`config.mk`:
```
export PLATFORM = sky130hd
export DESIGN_NAME = prq_top_enc
export DESIGN_NICKNAME = d
export VERILOG_FILES = /design/src/rtl/prq_top_enc.sv
export SDC_FILE = /design/constraint.sdc
export NUM_CORES = 1
export LEC_CHECK = 0
export ABC_AREA = 1
export BUFFER_PORTS_ARGS = -buffer_cell sky130_fd_sc_hd__buf_2
export CORE_ASPECT_RATIO = 0.75
export CORE_MARGIN = 4
export CORE_UTILIZATION = 44
export DETAILED_ROUTE_END_ITERATION = 6
export GPL_TIMING_DRIVEN = 0
export PLACE_DENSITY = 0.91
export SLEW_MARGIN = 20
export SYNTH_ARGS = -nofsm -noshare
export SYNTH_HDL_FRONTEND = slang
export SYNTH_SLANG_ARGS = --single-unit
```
`constraint.sdc`:
```
create_clock -name vclk -period 4.5
set_input_delay 0.675 -clock vclk [all_inputs]
set_output_delay 0.675 -clock vclk [all_outputs]
set_load 0.05 [all_outputs]
```
`src/rtl/prq_top_enc.sv`:
```
`default_nettype none

module prq_top_enc #(
	parameter int unsigned WIDTH = 64
) (
	input  wire logic [WIDTH-1:0]         bitmap,
	output logic                          found,
	output logic [$clog2(WIDTH)-1:0]      index
);

	// scan upwards so the highest set bit wins
	always_comb begin
		found = 1'b0;
		index = '0;
		for (int i = 0; i < WIDTH; i++) begin
			if (bitmap[i]) begin
				found = 1'b1;
				index = ($clog2(WIDTH))'(i);
			end
		end
	end

endmodule

`default_nettype wire

```
==> reports/qor.yml <==
floorplanning:
  fp.dieH_um: 49.5
  rows: 14
  core_um2: 2100
  dieArea_um2: 3140
  die_w_um: 63.4
  start_util: 0.481
  ioPinCount: 71
setup_path:
  startpoint_type: "input pin"
  slowest_delay_ns: 0.16
  crit_fanout: 2
  worstSetupEndpointType: "output port"
  required_ns: 3.83
  arrival_ns: 3.76
  crit_path_frequent_cell: "nand2_1"
  crit_type: "input pin to output port"
  slowest_stage: "buf_6"
routing:
  routedWlPerCell_um: 7.83
  drc: 0
  drt_iter0_drc: 29
  wirelength_mm: 2.51
  drt_pass1_iterations: 4
  ant_nets: 0
  avgViaCountPerCell: 4.18
  dr_total_vias: 1339
job:
  drv_cap: 0
synthesis:
  synthCells: 225
  synth_fp_nets: 289
  synth_area_leaders: "nand2_1 (40%), inv_1 (17%), bufinv_8 (16%)"
  synth_top_cell_area_share: 0.397
  synth_area_um2: 1010
  synth_largest_area_cell: "nand2_1"
  synth_top_cells_by_count: "nand2_1 (107), inv_1 (47), nor2_1 (34)"
  yosys_warnings: 0
  synth_most_common_cell: "nand2_1"
  yosysUniqueCellTypes: 17
  syn_avg_cell_area_um2: 4.49
  seq_area_frac_synth: 0
sta:
  whs_ns: 1.71
  period_share: 0.986
  tightest_slew_ns: 0.334
  rsz0062_at_grt: "yes"
  slew_headroom: 0.775
  report.final.slew_viol_count: 0
  fmax_mhz: 225
  setup_violations: 0
  layout_min_cycle_time_ns: 4.44
  final_hold_viol_count: 0
  postLayoutSetupSlackWorst_ns: 0.0636
final_layout:
  drive_gt1_frac: 0.301
  nFlopsAndLatches: 0
  nNetsFinal: 362
  clkbuf_count: 0
  antennaDiodeCount: 0
  seqCellArea_um2: 0
  area_delta_synth_final_pct: 39.9
placement:
  io_buffer_count: 71
  dp_hpwl_mm: 2.30
  gp_routability_congestion: 0.758
  place_ws_ns: -0.0763
grt:
  grt_pass1_vias: 1133
  antenna_found_initial: 0
  grt_pass1_wl_mm: 4.11
  gr-usage-all-layers: 0.147
  grt_max_degree: 4
  grt_overflow_total: 0
hold_path:
  hold_path_class: "input pin to output port"
status:
  status: "complete, no violations"
pwr:
  ir_drop_mv: 0.0474
  power.leakage_uw: 0.000991
  p_per_area_nw_per_um2: 73.9
clocking:
  holdBufCountCts: 0
## through the flow
step,setup TNS (ns),utilization,area [µm²],power (µW),instances
after floorplan,0,-,1010,61.5,225
after global placement,-0.0387,0.664,1400,101,320
after detailed placement,-0.0763,0.664,1400,102,320
after CTS,-0.00310,0.667,1400,104,320
after global routing,-0.518,0.673,1410,119,320
final,0,0.673,1410,104,320
## area by class of cell
class | count | area, µm²
multi-input cells | 161 | 649
repair buffers | 71 | 368
fillers | 216 | 688
well taps | 24 | 30.0
inverters | 64 | 367
## cells in the final DEF (no fill, tap or decap), types with 2 or more instances in the layout
cell type,instances
nor2_1,34
nor3_1,2
nand3_1,6
inv_2,7
o211ai_1,2
a21oi_1,2
nor4_1,2
buf_2,69
inv_1,46
nand2_1,106
buf_6,2
bufinv_8,9
## critical path: cells and delay by family
kind | cells | cell delay, ns
AND/OR/NAND/NOR | 60 | 2.77
buffers and inverters | 3 | 0.30
## power breakdown
group | leakage [µW] | switching, µW | internal (µW)
combinational | 0.000991 | 49.7 | 54.7
clock | 0 | 0 | 0
sequential | 0 | 0 | 0
total | 0.000991 | 49.7 | 54.7
## kinds of logic (layout without fill, tap and decap cells)
logic type | after synthesis | in the layout | share of synthesized area
and+or+nand+nor | 151 | 151 | 0.575
buffers and inverters | 64 | 135 | 0.360
AOI/OAI and AO/OA | 10 | 10 | 0.0644
## per-layer routing
| metal | track usage | wire, µm |
|---|---|---|
| met1 | 0.212 | 1210 |
| met2 | 0.244 | 1090 |
| met3 | 0.0227 | 202 |
| met4 | 0 | 0 |
| met5 | 0 | 0 |
## final timing paths
path                        from  endpoint  slack (ns)  depth (start not counted)
worst max-delay path   bitmap[2]  index[0]        0.06                         63
worst min-delay path  bitmap[63]  index[0]        1.71                          4
## repair_timing
item | in CTS | in global routing
endpoints found under the hold margin | 0 | 0
pin swaps | 1 | 1
setup endpoints to repair | 1 | 1
buffers inserted | 0 | 0
resized for setup | 3 | 3
No activity file was read; power rests on OpenSTA's default activity.
